$ cat src/rtl/core/ffa_pkg.sv
package ffa_pkg;

   localparam int MEM_UNITS = 1024;
   localparam int WORD_BITS = 32;
   localparam int WORDS = MEM_UNITS / WORD_BITS;
   localparam int WADDR_W = $clog2(WORDS);
   localparam int BIT_W = $clog2(WORD_BITS);
   localparam int ADDR_W = $clog2(MEM_UNITS);
   localparam int SIZE_W = ADDR_W + 1;
   localparam int DEV_W = 3;
   localparam int CNT_W = 16;
   localparam int CSR_IDX_W = 3;

   localparam logic [CSR_IDX_W-1:0] CSR_PRINTER_TOTAL = 3'd0;
   localparam logic [CSR_IDX_W-1:0] CSR_SCANNER_TOTAL = 3'd1;
   localparam logic [CSR_IDX_W-1:0] CSR_MODEM_TOTAL = 3'd2;
   localparam logic [CSR_IDX_W-1:0] CSR_CD_TOTAL = 3'd3;
   localparam logic [CSR_IDX_W-1:0] CSR_RT_RESERVE = 3'd4;

   localparam logic CMD_ALLOC = 1'b0;
   localparam logic CMD_RELEASE = 1'b1;

   typedef enum logic [2:0] {
      ST_IDLE,
      ST_CHECK,
      ST_SEARCH,
      ST_UPD_RD,
      ST_UPD_WR,
      ST_DONE
   } state_type;

   typedef struct packed {
      logic latch;
      logic rel_apply;
      logic search_start;
      logic search_run;
      logic upd_read;
      logic upd_run;
      logic rsp_load;
   } dp_cmd_type;

   typedef struct packed {
      logic is_release;
      logic alloc_ok;
      logic rel_nonempty;
      logic hit;
      logic last_word;
      logic last_upd;
   } dp_sts_type;

endpackage

$ cat src/rtl/core/first_fit_memory_resource_allocator.sv
// channel   direction  handshake               payload
// req       in         req_valid / req_stall   cmd, realtime_req, size, devices, release_base
// rsp       out        rsp_valid / rsp_stall   granted, base_address, free_units, completed
// csr       in         csr_we                  csr_index, csr_wdata
// one request at a time; a refused allocate or an empty release goes from ST_CHECK to ST_DONE
// an allocate searches the bitmap one 32-bit word per cycle, up to all 32 words,
// then, after the ST_UPD_RD read state, marks its run one word per cycle
// a nonempty release passes ST_UPD_RD, then clears each bitmap word it touches
// synchronous reset gives every unit free at once, no clearing pass
// a result waits in the output register under rsp_stall; the next request is taken meanwhile
module first_fit_memory_resource_allocator (
   input  logic                          clock,
   input  logic                          reset,
   input  logic                          req_valid,
   output logic                          req_stall,
   input  logic                          req_cmd,
   input  logic                          req_realtime_req,
   input  logic [ffa_pkg::SIZE_W-1:0]    req_size_units,
   input  logic [ffa_pkg::DEV_W-1:0]     req_want_printers,
   input  logic [ffa_pkg::DEV_W-1:0]     req_want_scanners,
   input  logic [ffa_pkg::DEV_W-1:0]     req_want_modems,
   input  logic [ffa_pkg::DEV_W-1:0]     req_want_cds,
   input  logic [ffa_pkg::ADDR_W-1:0]    req_release_base,
   output logic                          rsp_valid,
   input  logic                          rsp_stall,
   output logic                          rsp_granted,
   output logic [ffa_pkg::ADDR_W-1:0]    rsp_base_address,
   output logic [ffa_pkg::SIZE_W-1:0]    rsp_free_units,
   output logic [ffa_pkg::CNT_W-1:0]     rsp_completed,
   input  logic                          csr_we,
   input  logic [ffa_pkg::CSR_IDX_W-1:0] csr_index,
   input  logic [ffa_pkg::SIZE_W-1:0]    csr_wdata
);
   import ffa_pkg::*;

   dp_cmd_type cmd;
   dp_sts_type sts;

   ffa_ctrl u_ctrl (
      .clock(clock),
      .reset(reset),
      .req_valid(req_valid),
      .req_stall(req_stall),
      .rsp_valid(rsp_valid),
      .rsp_stall(rsp_stall),
      .sts(sts),
      .cmd(cmd)
   );

   ffa_dp u_dp (
      .clock(clock),
      .reset(reset),
      .cmd(cmd),
      .sts(sts),
      .csr_we(csr_we),
      .csr_index(csr_index),
      .csr_wdata(csr_wdata),
      .req_cmd(req_cmd),
      .req_realtime_req(req_realtime_req),
      .req_size_units(req_size_units),
      .req_want_printers(req_want_printers),
      .req_want_scanners(req_want_scanners),
      .req_want_modems(req_want_modems),
      .req_want_cds(req_want_cds),
      .req_release_base(req_release_base),
      .rsp_granted(rsp_granted),
      .rsp_base_address(rsp_base_address),
      .rsp_free_units(rsp_free_units),
      .rsp_completed(rsp_completed)
   );

endmodule

$ cat src/rtl/core/ffa_ctrl.sv
module ffa_ctrl (
   input  logic                clock,
   input  logic                reset,
   input  logic                req_valid,
   output logic                req_stall,
   output logic                rsp_valid,
   input  logic                rsp_stall,
   input  ffa_pkg::dp_sts_type sts,
   output ffa_pkg::dp_cmd_type cmd
);
   import ffa_pkg::*;

   state_type state_ff, state_in;
   logic rsp_valid_ff, rsp_valid_in;
   logic out_free;

   assign out_free = !rsp_valid_ff || !rsp_stall;

   always_comb begin
      state_in = state_ff;
      case (state_ff)
         ST_IDLE: begin
            if (req_valid) state_in = ST_CHECK;
         end
         ST_CHECK: begin
            if (sts.is_release) state_in = sts.rel_nonempty ? ST_UPD_RD : ST_DONE;
            else state_in = sts.alloc_ok ? ST_SEARCH : ST_DONE;
         end
         ST_SEARCH: begin
            if (sts.hit) state_in = ST_UPD_RD;
            else if (sts.last_word) state_in = ST_DONE;
         end
         ST_UPD_RD: state_in = ST_UPD_WR;
         ST_UPD_WR: begin
            if (sts.last_upd) state_in = ST_DONE;
         end
         ST_DONE: begin
            if (out_free) state_in = ST_IDLE;
         end
         default: state_in = ST_IDLE;
      endcase
   end

   always_comb begin
      cmd = '0;
      req_stall = 1'b1;
      case (state_ff)
         ST_IDLE: begin
            req_stall = 1'b0;
            cmd.latch = req_valid;
         end
         ST_CHECK: begin
            cmd.rel_apply = sts.is_release;
            cmd.search_start = !sts.is_release && sts.alloc_ok;
         end
         ST_SEARCH: cmd.search_run = 1'b1;
         ST_UPD_RD: cmd.upd_read = 1'b1;
         ST_UPD_WR: cmd.upd_run = 1'b1;
         ST_DONE: cmd.rsp_load = out_free;
         default: cmd = '0;
      endcase
   end

   always_comb begin
      rsp_valid_in = rsp_valid_ff;
      if (rsp_valid_ff && !rsp_stall) rsp_valid_in = 1'b0;
      if (cmd.rsp_load) rsp_valid_in = 1'b1;
   end

   always_ff @(posedge clock) begin
      if (reset) begin
         state_ff <= ST_IDLE;
         rsp_valid_ff <= 1'b0;
      end else begin
         state_ff <= state_in;
         rsp_valid_ff <= rsp_valid_in;
      end
   end

   assign rsp_valid = rsp_valid_ff;

   a_load_shows: assert property (@(posedge clock) disable iff (reset)
      cmd.rsp_load |=> rsp_valid_ff) else $error("result not presented");
   a_hold_stall: assert property (@(posedge clock) disable iff (reset)
      $fell(rsp_valid_ff) |-> $past(!rsp_stall)) else $error("result dropped");
   a_search_end: assert property (@(posedge clock) disable iff (reset)
      (state_ff == ST_SEARCH && sts.last_word && !sts.hit) |=> state_ff == ST_DONE)
      else $error("search overran bitmap");

endmodule

$ cat src/rtl/core/ffa_dp.sv
module ffa_dp (
   input  logic                               clock,
   input  logic                               reset,
   input  ffa_pkg::dp_cmd_type                cmd,
   output ffa_pkg::dp_sts_type                sts,
   input  logic                               csr_we,
   input  logic [ffa_pkg::CSR_IDX_W-1:0]      csr_index,
   input  logic [ffa_pkg::SIZE_W-1:0]         csr_wdata,
   input  logic                               req_cmd,
   input  logic                               req_realtime_req,
   input  logic [ffa_pkg::SIZE_W-1:0]         req_size_units,
   input  logic [ffa_pkg::DEV_W-1:0]          req_want_printers,
   input  logic [ffa_pkg::DEV_W-1:0]          req_want_scanners,
   input  logic [ffa_pkg::DEV_W-1:0]          req_want_modems,
   input  logic [ffa_pkg::DEV_W-1:0]          req_want_cds,
   input  logic [ffa_pkg::ADDR_W-1:0]         req_release_base,
   output logic                               rsp_granted,
   output logic [ffa_pkg::ADDR_W-1:0]         rsp_base_address,
   output logic [ffa_pkg::SIZE_W-1:0]         rsp_free_units,
   output logic [ffa_pkg::CNT_W-1:0]          rsp_completed
);
   import ffa_pkg::*;

   logic [DEV_W-1:0] tot_ff [4];
   logic [SIZE_W-1:0] reserve_ff;
   logic [DEV_W-1:0] use_ff [4];
   logic [SIZE_W-1:0] free_ff;
   logic [CNT_W-1:0] count_ff;

   logic op_ff, rt_ff;
   logic [SIZE_W-1:0] size_ff;
   logic [DEV_W-1:0] want_ff [4];
   logic [ADDR_W-1:0] rbase_ff;

   logic res_granted_ff;
   logic [ADDR_W-1:0] res_base_ff;

   logic [WORD_BITS-1:0] mem [WORDS];
   logic [WORDS-1:0] vld_ff;
   logic [WORD_BITS-1:0] rd_ff;
   logic rd_vld_ff;
   logic [WORD_BITS-1:0] word;

   logic [WADDR_W-1:0] cnt_ff;
   logic [SIZE_W-1:0] carry_ff;
   logic [ADDR_W-1:0] lo_ff, hi_ff;
   logic set_ff;
   logic [WADDR_W-1:0] wa_ff;

   logic dev_ok, res_ok;
   logic [SIZE_W-1:0] run;
   logic [BIT_W:0] last_set [WORD_BITS];
   logic [SIZE_W-1:0] run_at [WORD_BITS];
   logic found;
   logic [BIT_W-1:0] kpos;
   logic [ADDR_W-1:0] end_addr, start_addr;
   logic [SIZE_W:0] rel_sum;
   logic [ADDR_W-1:0] rel_hi;
   logic [WORD_BITS-1:0] upd_mask, wr_word;
   logic [SIZE_W:0] free_sum;
   logic rd_en;
   logic [WADDR_W-1:0] rd_addr;

   assign word = rd_vld_ff ? rd_ff : '0;

   always_comb begin
      dev_ok = 1'b1;
      for (int i = 0; i < 4; i++) begin
         if ({1'b0, use_ff[i]} + {1'b0, want_ff[i]} > {1'b0, tot_ff[i]}) dev_ok = 1'b0;
      end
      res_ok = {1'b0, free_ff} >= {1'b0, size_ff} + {1'b0, reserve_ff};
   end

   // free run ending at each bit, all bits in parallel
   always_comb begin
      for (int k = 0; k < WORD_BITS; k++) begin
         last_set[k] = '0;
         for (int j = 0; j <= k; j++) begin
            if (word[j]) last_set[k] = (BIT_W+1)'(j + 1);
         end
         if (last_set[k] == '0) run_at[k] = carry_ff + SIZE_W'(k + 1);
         else run_at[k] = SIZE_W'(k + 1) - {{(SIZE_W-BIT_W-1){1'b0}}, last_set[k]};
      end
      found = 1'b0;
      kpos = '0;
      for (int k = WORD_BITS - 1; k >= 0; k--) begin
         if (run_at[k] >= size_ff) begin
            found = 1'b1;
            kpos = BIT_W'(k);
         end
      end
      run = run_at[WORD_BITS-1];
   end

   assign end_addr = {cnt_ff, kpos};
   assign start_addr = end_addr + ADDR_W'(1) - size_ff[ADDR_W-1:0];
   assign rel_sum = {2'b00, rbase_ff} + {1'b0, size_ff} - (SIZE_W+1)'(1);
   assign rel_hi = (rel_sum > (SIZE_W+1)'(MEM_UNITS - 1)) ? ADDR_W'(MEM_UNITS - 1)
                                                          : rel_sum[ADDR_W-1:0];
   assign free_sum = {1'b0, free_ff} + {1'b0, size_ff};

   always_comb begin
      for (int b = 0; b < WORD_BITS; b++) begin
         upd_mask[b] = ({wa_ff, BIT_W'(b)} >= lo_ff) && ({wa_ff, BIT_W'(b)} <= hi_ff);
      end
      wr_word = set_ff ? (word | upd_mask) : (word & ~upd_mask);
   end

   assign sts.is_release = (op_ff == CMD_RELEASE);
   assign sts.alloc_ok = (rt_ff || (dev_ok && res_ok)) && (size_ff != '0);
   assign sts.rel_nonempty = (size_ff != '0);
   assign sts.hit = found;
   assign sts.last_word = (cnt_ff == WADDR_W'(WORDS - 1));
   assign sts.last_upd = (wa_ff == hi_ff[ADDR_W-1:BIT_W]);

   always_comb begin
      rd_en = cmd.search_start || cmd.search_run || cmd.upd_read || cmd.upd_run;
      rd_addr = wa_ff;
      if (cmd.search_start) rd_addr = '0;
      else if (cmd.search_run) rd_addr = cnt_ff + 1'b1;
      else if (cmd.upd_run) rd_addr = wa_ff + 1'b1;
   end

   always_ff @(posedge clock) begin
      if (rd_en) begin
         rd_ff <= mem[rd_addr];
      end
      if (cmd.upd_run) begin
         mem[wa_ff] <= wr_word;
      end
   end

   always_ff @(posedge clock) begin
      if (reset) begin
         vld_ff <= '0;
         rd_vld_ff <= 1'b0;
      end else begin
         if (rd_en) rd_vld_ff <= vld_ff[rd_addr];
         if (cmd.upd_run) vld_ff[wa_ff] <= 1'b1;
      end
   end

   always_ff @(posedge clock) begin
      if (reset) begin
         tot_ff[0] <= 3'd2;
         tot_ff[1] <= 3'd1;
         tot_ff[2] <= 3'd1;
         tot_ff[3] <= 3'd2;
         reserve_ff <= SIZE_W'(64);
         for (int i = 0; i < 4; i++) use_ff[i] <= '0;
         free_ff <= SIZE_W'(MEM_UNITS);
         count_ff <= '0;
      end else begin
         if (csr_we) begin
            case (csr_index)
               CSR_PRINTER_TOTAL: tot_ff[0] <= csr_wdata[DEV_W-1:0];
               CSR_SCANNER_TOTAL: tot_ff[1] <= csr_wdata[DEV_W-1:0];
               CSR_MODEM_TOTAL: tot_ff[2] <= csr_wdata[DEV_W-1:0];
               CSR_CD_TOTAL: tot_ff[3] <= csr_wdata[DEV_W-1:0];
               CSR_RT_RESERVE: reserve_ff <= csr_wdata;
               default: ;
            endcase
         end
         if (cmd.rel_apply) begin
            if (!rt_ff) begin
               for (int i = 0; i < 4; i++) begin
                  use_ff[i] <= (use_ff[i] > want_ff[i]) ? use_ff[i] - want_ff[i] : '0;
               end
            end
            free_ff <= (free_sum > (SIZE_W+1)'(MEM_UNITS)) ? SIZE_W'(MEM_UNITS)
                                                          : free_sum[SIZE_W-1:0];
            count_ff <= count_ff + 1'b1;
         end
         if (cmd.search_run && found) begin
            free_ff <= free_ff - size_ff;
            if (!rt_ff) begin
               for (int i = 0; i < 4; i++) use_ff[i] <= use_ff[i] + want_ff[i];
            end
         end
      end
   end

   always_ff @(posedge clock) begin
      if (cmd.latch) begin
         op_ff <= req_cmd;
         rt_ff <= req_realtime_req;
         size_ff <= req_size_units;
         want_ff[0] <= req_want_printers;
         want_ff[1] <= req_want_scanners;
         want_ff[2] <= req_want_modems;
         want_ff[3] <= req_want_cds;
         rbase_ff <= req_release_base;
         res_granted_ff <= 1'b0;
         res_base_ff <= '0;
      end
      if (cmd.rel_apply) begin
         res_granted_ff <= 1'b1;
         lo_ff <= rbase_ff;
         hi_ff <= rel_hi;
         set_ff <= 1'b0;
         wa_ff <= rbase_ff[ADDR_W-1:BIT_W];
      end
      if (cmd.search_start) begin
         cnt_ff <= '0;
         carry_ff <= '0;
      end
      if (cmd.search_run) begin
         cnt_ff <= cnt_ff + 1'b1;
         carry_ff <= run;
         if (found) begin
            res_granted_ff <= 1'b1;
            res_base_ff <= start_addr;
            lo_ff <= start_addr;
            hi_ff <= end_addr;
            set_ff <= 1'b1;
            wa_ff <= start_addr[ADDR_W-1:BIT_W];
         end
      end
      if (cmd.upd_run) begin
         wa_ff <= wa_ff + 1'b1;
      end
      if (cmd.rsp_load) begin
         rsp_granted <= res_granted_ff;
         rsp_base_address <= res_base_ff;
         rsp_free_units <= free_ff;
         rsp_completed <= count_ff;
      end
   end

   a_free_range: assert property (@(posedge clock) disable iff (reset)
      free_ff <= SIZE_W'(MEM_UNITS)) else $error("free count out of range");

endmodule

$ cat config.mk
export PLATFORM = sky130hd
export DESIGN_NAME = first_fit_memory_resource_allocator
export DESIGN_NICKNAME = d
export VERILOG_FILES = /design/src/rtl/core/ffa_pkg.sv /design/src/rtl/core/first_fit_memory_resource_allocator.sv /design/src/rtl/core/ffa_ctrl.sv /design/src/rtl/core/ffa_dp.sv
export SDC_FILE = /design/constraint.sdc
export NUM_CORES = 2
export LEC_CHECK = 0
export BUFFER_PORTS_ARGS = -buffer_cell sky130_fd_sc_hd__buf_2
export CORE_UTILIZATION = 48
export CTS_CLUSTER_DIAMETER = 120
export DETAILED_ROUTE_END_ITERATION = 8
export HOLD_SLACK_MARGIN = 0.02
export PLACE_DENSITY = 0.64
export SLEW_MARGIN = 40
export SYNTH_ARGS = -nofsm -noshare
export SYNTH_HDL_FRONTEND = slang
export SYNTH_SLANG_ARGS = --single-unit
$ cat constraint.sdc
create_clock -name clock -period 8.35 [get_ports clock]
set_clock_uncertainty 0.15 [all_clocks]
set_input_delay 1.67 -clock clock [delete_from_list [all_inputs] [get_ports clock]]
set_output_delay 1.67 -clock clock [all_outputs]
set_load 0.1 [all_outputs]
======== After elaboration in Yosys (flattened, before gate mapping) ========
Memory sizes are Yosys's and may differ from the RTL's. A register that Yosys moved wholly into a read port is not among the register bits.
Cells that the tools add are included.
cells by class
  $add $sub $neg .......................... 86
  $lt $le $gt $ge ......................... 110
  equality and inequality tests ........... 15
  multiplexer cells ....................... 232
  bitwise logic cells ..................... 16
  reduce and logical (&&, ||, !) cells .... 86
operator list
  kind                     count
  $mux W11                 37
  $ge A11 B11 Y1           32
  $ge A10 B10 Y1           32
  $le A10 B10 Y1           32
  $mux W5                  52
  $logic_not A6 Y1         32
  $add A11 B5 Y11 const B  16
  $mux W10                 10
  $add A11 B4 Y11 const B  8
  $mux W3                  28
  $mux W1                  83
  $sub A5 B5 Y6 const A    11
  $mux W32                 2
  $or A32 B32 Y32          2
  $add A11 B3 Y11 const B  4
  $sub A4 B4 Y5 const A    8
  $logic_and A1 B1 Y1      38
  $mux W6                  6
  $sub A5 B6 Y7 const A    5
  $and A32 B32 Y32         1
  $mux W4                  8
  $not A32 Y32             1
  $add A11 B11 Y12         2
  $add A11 B2 Y11 const B  2
  43 further kinds         93
word-level totals
  bits in registers ....................... 189
  bits in writable memories ............... 1,060
  input port bits ......................... 54
  output and inout bits ................... 40
  memories kept ........................... 4
memory list
  name          words  width  rd ports  clocked after Yosys merged registers in  write ports  line          source
  u_dp.mem      32     32     1         1                                        1            ffa_dp.sv:38  logic [WORD_BITS-1:0] mem [WORDS];
  u_dp.tot_ff   4      3      4         0                                        4            ffa_dp.sv:24  logic [DEV_W-1:0] tot_ff [4];
  u_dp.use_ff   4      3      4         0                                        4            ffa_dp.sv:26  logic [DEV_W-1:0] use_ff [4];
  u_dp.want_ff  4      3      4         0                                        4            ffa_dp.sv:32  logic [DEV_W-1:0] want_ff [4];

======== Depth between registers and ports, before layout ========
  depth in word-level cells ............... 73
  depth in mapped cells ................... 45

======== Modules after synthesis ========
Synthesis repeated with hierarchy kept, for this count alone.
second synthesis, totals
  cell total of the unflattened synthesis .. 6,602
  area total of the unflattened synthesis .. 71,842.7 µm²
by module, submodules not included
  module    instances  cells each  area each (µm²)  sequential area each (µm²)
  ffa_dp    1          6,556       71,514.8         37,265.7
  ffa_ctrl  1          46          327.8            80.1

======== Least setup slack after synthesis ========
Ideal clock, no wire load.
  path kind ............................... reg2reg
  start point ............................. reg u_dp.rd_vld_ff
  end point ............................... reg u_dp.lo_ff[9]
  library setup time ...................... 0.114 ns
  arrival ................................. 7.414 ns
  slack ................................... 0.672 ns
  cell stages (with the launch flop) ...... 40
  path buffers ............................ 10
  clock period less this slack ............ 7.678 ns
  cell sequence ........................... dfxtp_1 -> buf_2 -> clkbuf_1 -> clkbuf_1 -> clkbuf_1 -> clkbuf_1 -> clkbuf_1 -> clkbuf_1 -> clkbuf_1 -> buf_2 -> a21oi_1 -> ha_1 -> nand3_1 -> clkbuf_1 -> a21oi_1 -> ha_1 -> nand2b_1 -> a21oi_1 -> [... 4 more ...] -> or3b_2 -> a21oi_1 -> o2111ai_1 -> a31oi_1 -> nor2_1 -> ha_1 -> inv_1 -> fa_1 -> inv_1 -> a21oi_1 -> o21bai_1 -> a21oi_1 -> o21bai_1 -> a21o_1 -> a21oi_1 -> xnor2_1 -> o22ai_1 -> a21o_1
between the ends
  longest elaborated chain between the ends .. 72
  elaborated cells on any way between the ends .. 229
  classes of those cells .................. add/sub: 34; order compare: 32; mux: 131; reduce/logical: 32
ends and longest elaborated chain
  item                                               line                        source
  from (decl)                                        ffa_dp.sv:41                logic rd_vld_ff;
  from (signal assigned)                             ffa_dp.sv:138               if (rd_en) rd_vld_ff <= vld_ff[rd_addr];
  $mux W32 *                                         ffa_dp.sv:64                assign word = rd_vld_ff ? rd_ff : '0;
  $mux W1                                            ffa_dp.sv:79                if (word[j]) last_set[k] = (BIT_W+1)'(j + 1);
  $mux W2 (2 in series)                              ffa_dp.sv:79
  $mux W3 (4 in series)                              ffa_dp.sv:79
  $mux W4 (8 in series)                              ffa_dp.sv:79
  $mux W5 (11 in series)                             ffa_dp.sv:79
  $mux W6 (6 in series)                              ffa_dp.sv:79
  $sub A6 B6 Y7 or $logic_not A6 Y1 (tied branches)  ffa_dp.sv:82, ffa_dp.sv:81
  $mux W11                                           ffa_dp.sv:81                if (last_set[k] == '0) run_at[k] = carry_ff + SIZE_W'(k + 1);
  $ge A11 B11 Y1                                     ffa_dp.sv:87                if (run_at[k] >= size_ff) begin
  $mux W5 (32 in series)                             ffa_dp.sv:87
  $add A10 B1 Y10                                    ffa_dp.sv:96                assign start_addr = end_addr + ADDR_W'(1) - size_ff[ADDR_W-1:0];
  $sub A10 B10 Y10                                   ffa_dp.sv:96
  $mux W10 *                                         ffa_dp.sv:210               if (found) begin
  $mux W10 *                                         ffa_dp.sv:207               if (cmd.search_run) begin
  to (signal assigned)                               ffa_dp.sv:198               lo_ff <= rbase_ff;
  to (signal assigned)                               ffa_dp.sv:213               lo_ff <= start_addr;
  to (decl)                                          ffa_dp.sv:46                logic [ADDR_W-1:0] lo_ff, hi_ff;
Mark *: on every way between the ends. The rest lies on a longest branch, timed or not.
A chain may end at the register's enable or synchronous reset.

======== Worst setup path after layout ========
  start point ............................. reg u_dp.carry_ff[1]
  end point ............................... reg u_dp.lo_ff[8]
between the ends
  longest elaborated chain between the ends .. 39
  elaborated cells on any way between the ends .. 164
  classes of those cells .................. add/sub: 34; order compare: 32; mux: 98
ends and longest elaborated chain
  item                    line           source
  from (decl)             ffa_dp.sv:45   logic [SIZE_W-1:0] carry_ff;
  from (signal assigned)  ffa_dp.sv:209  carry_ff <= run;
  $add A11 B6 Y11         ffa_dp.sv:81
  $mux W11                ffa_dp.sv:81
  $ge A11 B11 Y1          ffa_dp.sv:87
  $mux W5 (32 in series)  ffa_dp.sv:87
  $add A10 B1 Y10         ffa_dp.sv:96
  $sub A10 B10 Y10        ffa_dp.sv:96
  $mux W10 *              ffa_dp.sv:210
  $mux W10 *              ffa_dp.sv:207
Marked as above.

==> impl_metrics.py <==
metrics = {
    "hold_path": {
        "hp-start": "u_dp.res_base_ff[7]",
        "holdPathStages": 0,
        "hp-class": "flop to flop",
        "hold_end": "u_dp.rsp_base_address[7]",
    },
    "setup_path": {
        "arrival_ns": 8.57,
        "setup.worst_path.start_class": "flop",
        "critical_path_class": "flop to flop",
        "rr_worst_depth": 29,
        "critPathSlowestCell": "ha_1",
        "path_max_fanout": 9,
        "regToRegStartpoint": "u_dp.carry_ff[1]",
        "critPathMostFrequentCell": "a21oi_1",
        "r2r-end": "u_dp.lo_ff[8]",
        "ff2ff_setup_slack_ns": 0.30,
        "slowest_delay_ns": 0.89,
        "crit_path_end_kind": "flop",
        "required_ns": 8.87,
    },
    "pwr": {
        "max-vdd-ir-drop_mv": 0.386,
        "p_leak_nw": 30.5,
        "pwr_density_cell_mw_per_mm2": 463,
    },
    "clocking": {
        "tritoncts": "done",
        "cts_sinks": 1281,
        "cts_buffers": 137,
        "ctsHoldBuffers": 0,
        "cts_root_buf": "clkbuf_16",
        "htree_levels": 4,
        "cts_buffer_depth": 3,
        "clk_latency_ns": 0.79,
        "clk_pin_slew_worst_paths_ns": 0.06,
    },
    "cells_and_area": {
        "multi_input_area_mm2": 0.0314,
        "fillers": 12400,
        "drive_above_1_share": 0.107,
        "final_cell_mix": "edfxtp_1 (1,169), nand2_1 (1,060), a21oi_1 (541), ha_1 (540), nor2_1 (476)",
        "regArea_mm2": 0.0373,
        "syn_to_final_growth_pct": 12.7,
        "final_nets": 7395,
        "layout_commonest_cell": "edfxtp_1",
        "stdcell_area_mm2": 0.0791,
    },
    "yosys": {
        "synthAdderAreaFrac": 0.100,
        "synth-edff-count": 1169,
        "yosysUniqueCellTypes": 93,
        "syn-cell-area_mm2": 0.0702,
        "synth-seq-cells": 1281,
        "yosysWarnings": 0,
        "yosys.area_share.simple": 0.143,
        "synth_largest_area_cell": "edfxtp_1",
        "synth_top_area_frac": 0.500,
        "synthFlopType": "edfxtp_1",
        "synth_top_family_by_area": "compound AO/OA/AOI/OAI gates",
        "yosys-mux-area-fraction": 0.0116,
        "syn_area_per_cell_um2": 10.6,
        "netlist_top_cells_area": "edfxtp_1 (50%), ha_1 (9.6%), nand2_1 (5.7%)",
        "ys_seq_area_frac": 0.532,
        "ys_async_sr_fraction": 0,
        "synth-xor-area-share": 0.0352,
        "syn-num-nets": 7223,
        "synth_compound_area_frac": 0.147,
        "synth_cells": 6615,
    },
    "die": {
        "fp.dieH_um": 384,
        "io_pins": 94,
        "start_util": 0.486,
        "rows": 139,
        "core_area_mm2": 0.144,
        "fp.dieArea_mm2": 0.148,
        "die_width_um": 384,
    },
    "route": {
        "ant_nets": 0,
        "wire_per_inst_um": 26.4,
        "drtIter0Drc": 5815,
        "drc_errors": 0,
        "dr.pass1.iters": 6,
        "dr_total_vias": 54700,
        "drt-total-wl_mm": 233,
        "drt-vias-per-instance": 6.22,
    },
    "placement": {
        "dpl.hpwl_mm": 154,
        "portBuffers": 93,
        "postPlaceCellArea_mm2": 0.0746,
        "gp_congestion": 1.03,
        "place_ws_ns": 0.293,
    },
    "global_route": {
        "antenna_found_initial": 5,
        "grt-ovfl-total": 0,
        "first_global_vias": 52000,
        "grt_max_degree": 124,
        "grt_pass1_wl_mm": 343,
        "track_usage": 0.312,
    },
    "timing": {
        "hold_violations": 0,
        "setup_violations": 0,
        "final.setup.worst_slack_ns": 0.301,
        "report.final.slew_viol_count": 0,
        "min_period_ns": 8.05,
        "fin_crit_sh": 0.964,
        "slew-limit-headroom": 0.377,
        "worst_slew_pin_slew_ns": 0.935,
        "grt_setup_unrepaired": "true",
        "fmax_mhz": 124,
    },
    "run_status": {
        "status": "finished clean",
    },
    "run": {
        "cap_violations": 0,
    },
}
-- flip-flops by register name (all words and copies together) (netlist names), 11 cells and up --
name                 count
u_dp.rd_ff              32
u_dp.size_ff            11
u_dp.rsp_completed      16
u_dp.tot_ff             12
u_dp.vld_ff             32
u_dp.use_ff             12
u_dp.free_ff            11
u_dp.count_ff           16
u_dp.carry_ff           11
u_dp.want_ff            12
u_dp.mem              1024
u_dp.reserve_ff         11
u_dp.rsp_free_units     11
-- power by group --
group	switching [mW]	total (mW)	leakage, nW	internal (mW)
clock network	2.58	5.85	2.08	3.27
logic	14.1	21.4	16.8	7.23
registers	0.490	9.41	11.7	8.92
total	17.2	36.6	30.5	19.4
-- worst max-delay path, delay by kind of cell, from the launching register on --
family | cells | cell delay, ns
buffers and inverters | 2 | 0.33
flip-flops | 1 | 0.74
AO/OA/AOI/OAI | 17 | 3.62
AND/OR/NAND/NOR | 4 | 0.96
adder cells (fa/ha/maj) | 4 | 1.77
XOR/XNOR | 2 | 0.36
-- per-layer routing --
layer | vias up | track usage | share of wire
met2 | 2729 | 0.489 | 0.45
met1 | 26700 | 0.426 | 0.41
met4 | 8 | 0.140 | 0.048
met3 | 560 | 0.0481 | 0.090
met5 | - | 0 | 0.00034
li1 | 24800 | - | -
-- what timing repair did --
item | 4_1_cts | 5_1_grt
resized for setup | 0 | 37
buffers inserted | 0 | 1
setup endpoints to repair | 0 | 15
-- final cells by class --
type,instances,share of cell area
sequential,1281,0.472
multi-input combinational,4788,0.397
clock buffer,183,0.0470
timing repair buffer,393,0.0375
tap,1903,0.0301
inverter,186,0.00883
clock inverter,66,0.00786
antenna,1,0.0000316
-- Yosys cell counts (12+ instances only) --
| cell | n |
|---|---|
| nor4_1 | 16 |
| o21bai_1 | 28 |
| clkbuf_1 | 254 |
| a41o_1 | 34 |
| a31oi_1 | 141 |
| inv_1 | 183 |
| or3_1 | 57 |
| a221oi_1 | 13 |
| nor2b_1 | 64 |
| buf_2 | 66 |
| nand4_1 | 29 |
| nor2_1 | 515 |
| o211ai_1 | 27 |
| a41oi_1 | 33 |
| a211oi_1 | 47 |
| o311ai_0 | 32 |
| mux2_2 | 13 |
| a22oi_1 | 14 |
| nand2b_1 | 55 |
| xnor2_1 | 173 |
| nor3_1 | 63 |
| o21ai_0 | 289 |
| o22ai_1 | 37 |
| a21oi_1 | 546 |
| edfxtp_1 | 1169 |
| fa_1 | 13 |
| a2111oi_0 | 41 |
| ha_1 | 541 |
| a21o_1 | 105 |
| a32oi_1 | 63 |
| xor2_1 | 109 |
| and4_1 | 12 |
| o21a_1 | 31 |
| o31ai_1 | 15 |
| mux2i_1 | 67 |
| nand3_1 | 141 |
| a211o_1 | 15 |
| nand2_1 | 1064 |
| buf_1 | 29 |
| dfxtp_1 | 112 |
| o2111ai_1 | 13 |
| and3_1 | 157 |
| and2_1 | 43 |
-- worst max-delay path by stage --
stage,from,cells after the start,end
3_5_place_dp,u_dp.rd_ff[7],32,u_dp.wa_ff[4]
6_report,u_dp.carry_ff[1],29,u_dp.lo_ff[8]
2_1_floorplan,u_dp.rd_vld_ff,39,u_dp.lo_ff[9]
5_1_grt,u_dp.rd_ff[0],44,u_dp.wa_ff[4]
4_1_cts,u_dp.rd_ff[7],32,u_dp.wa_ff[4]
3_3_place_gp,u_dp.rd_ff[21],30,u_dp.lo_ff[9]
-- logic make-up (layout without fill, tap and decap cells) --
| logic type | Yosys count | after routing |
|---|---|---|
| flip-flops | 1281 | 1281 |
| XOR/XNOR | 282 | 282 |
| AND/OR/NAND/NOR | 2260 | 2260 |
| multiplexers | 80 | 80 |
| AO/OA/AOI/OAI | 1612 | 1612 |
| adder cells (fa/ha/maj) | 554 | 554 |
| other | 0 | 1 |
| buffers and inverters | 546 | 828 |
-- through the flow --
| step | setup TNS (ns) | power (mW) | hold WS (ns) | util | instances |
|---|---|---|---|---|---|
| 2_1_floorplan | 0 | 22.3 | 0.258 | - | 6615 |
| 3_3_place_gp | 0 | 29.7 | 0.271 | 0.515 | 8541 |
| 3_5_place_dp | 0 | 30.1 | 0.271 | 0.517 | 8547 |
| 4_1_cts | 0 | 36.0 | 0.278 | 0.547 | 8796 |
| 5_1_grt | -0.0121 | 38.8 | 0.294 | 0.548 | 8800 |
| 6_report | 0 | 36.6 | 0.281 | 0.548 | 8801 |
Note: power is estimated with default switching activity, not from simulation.
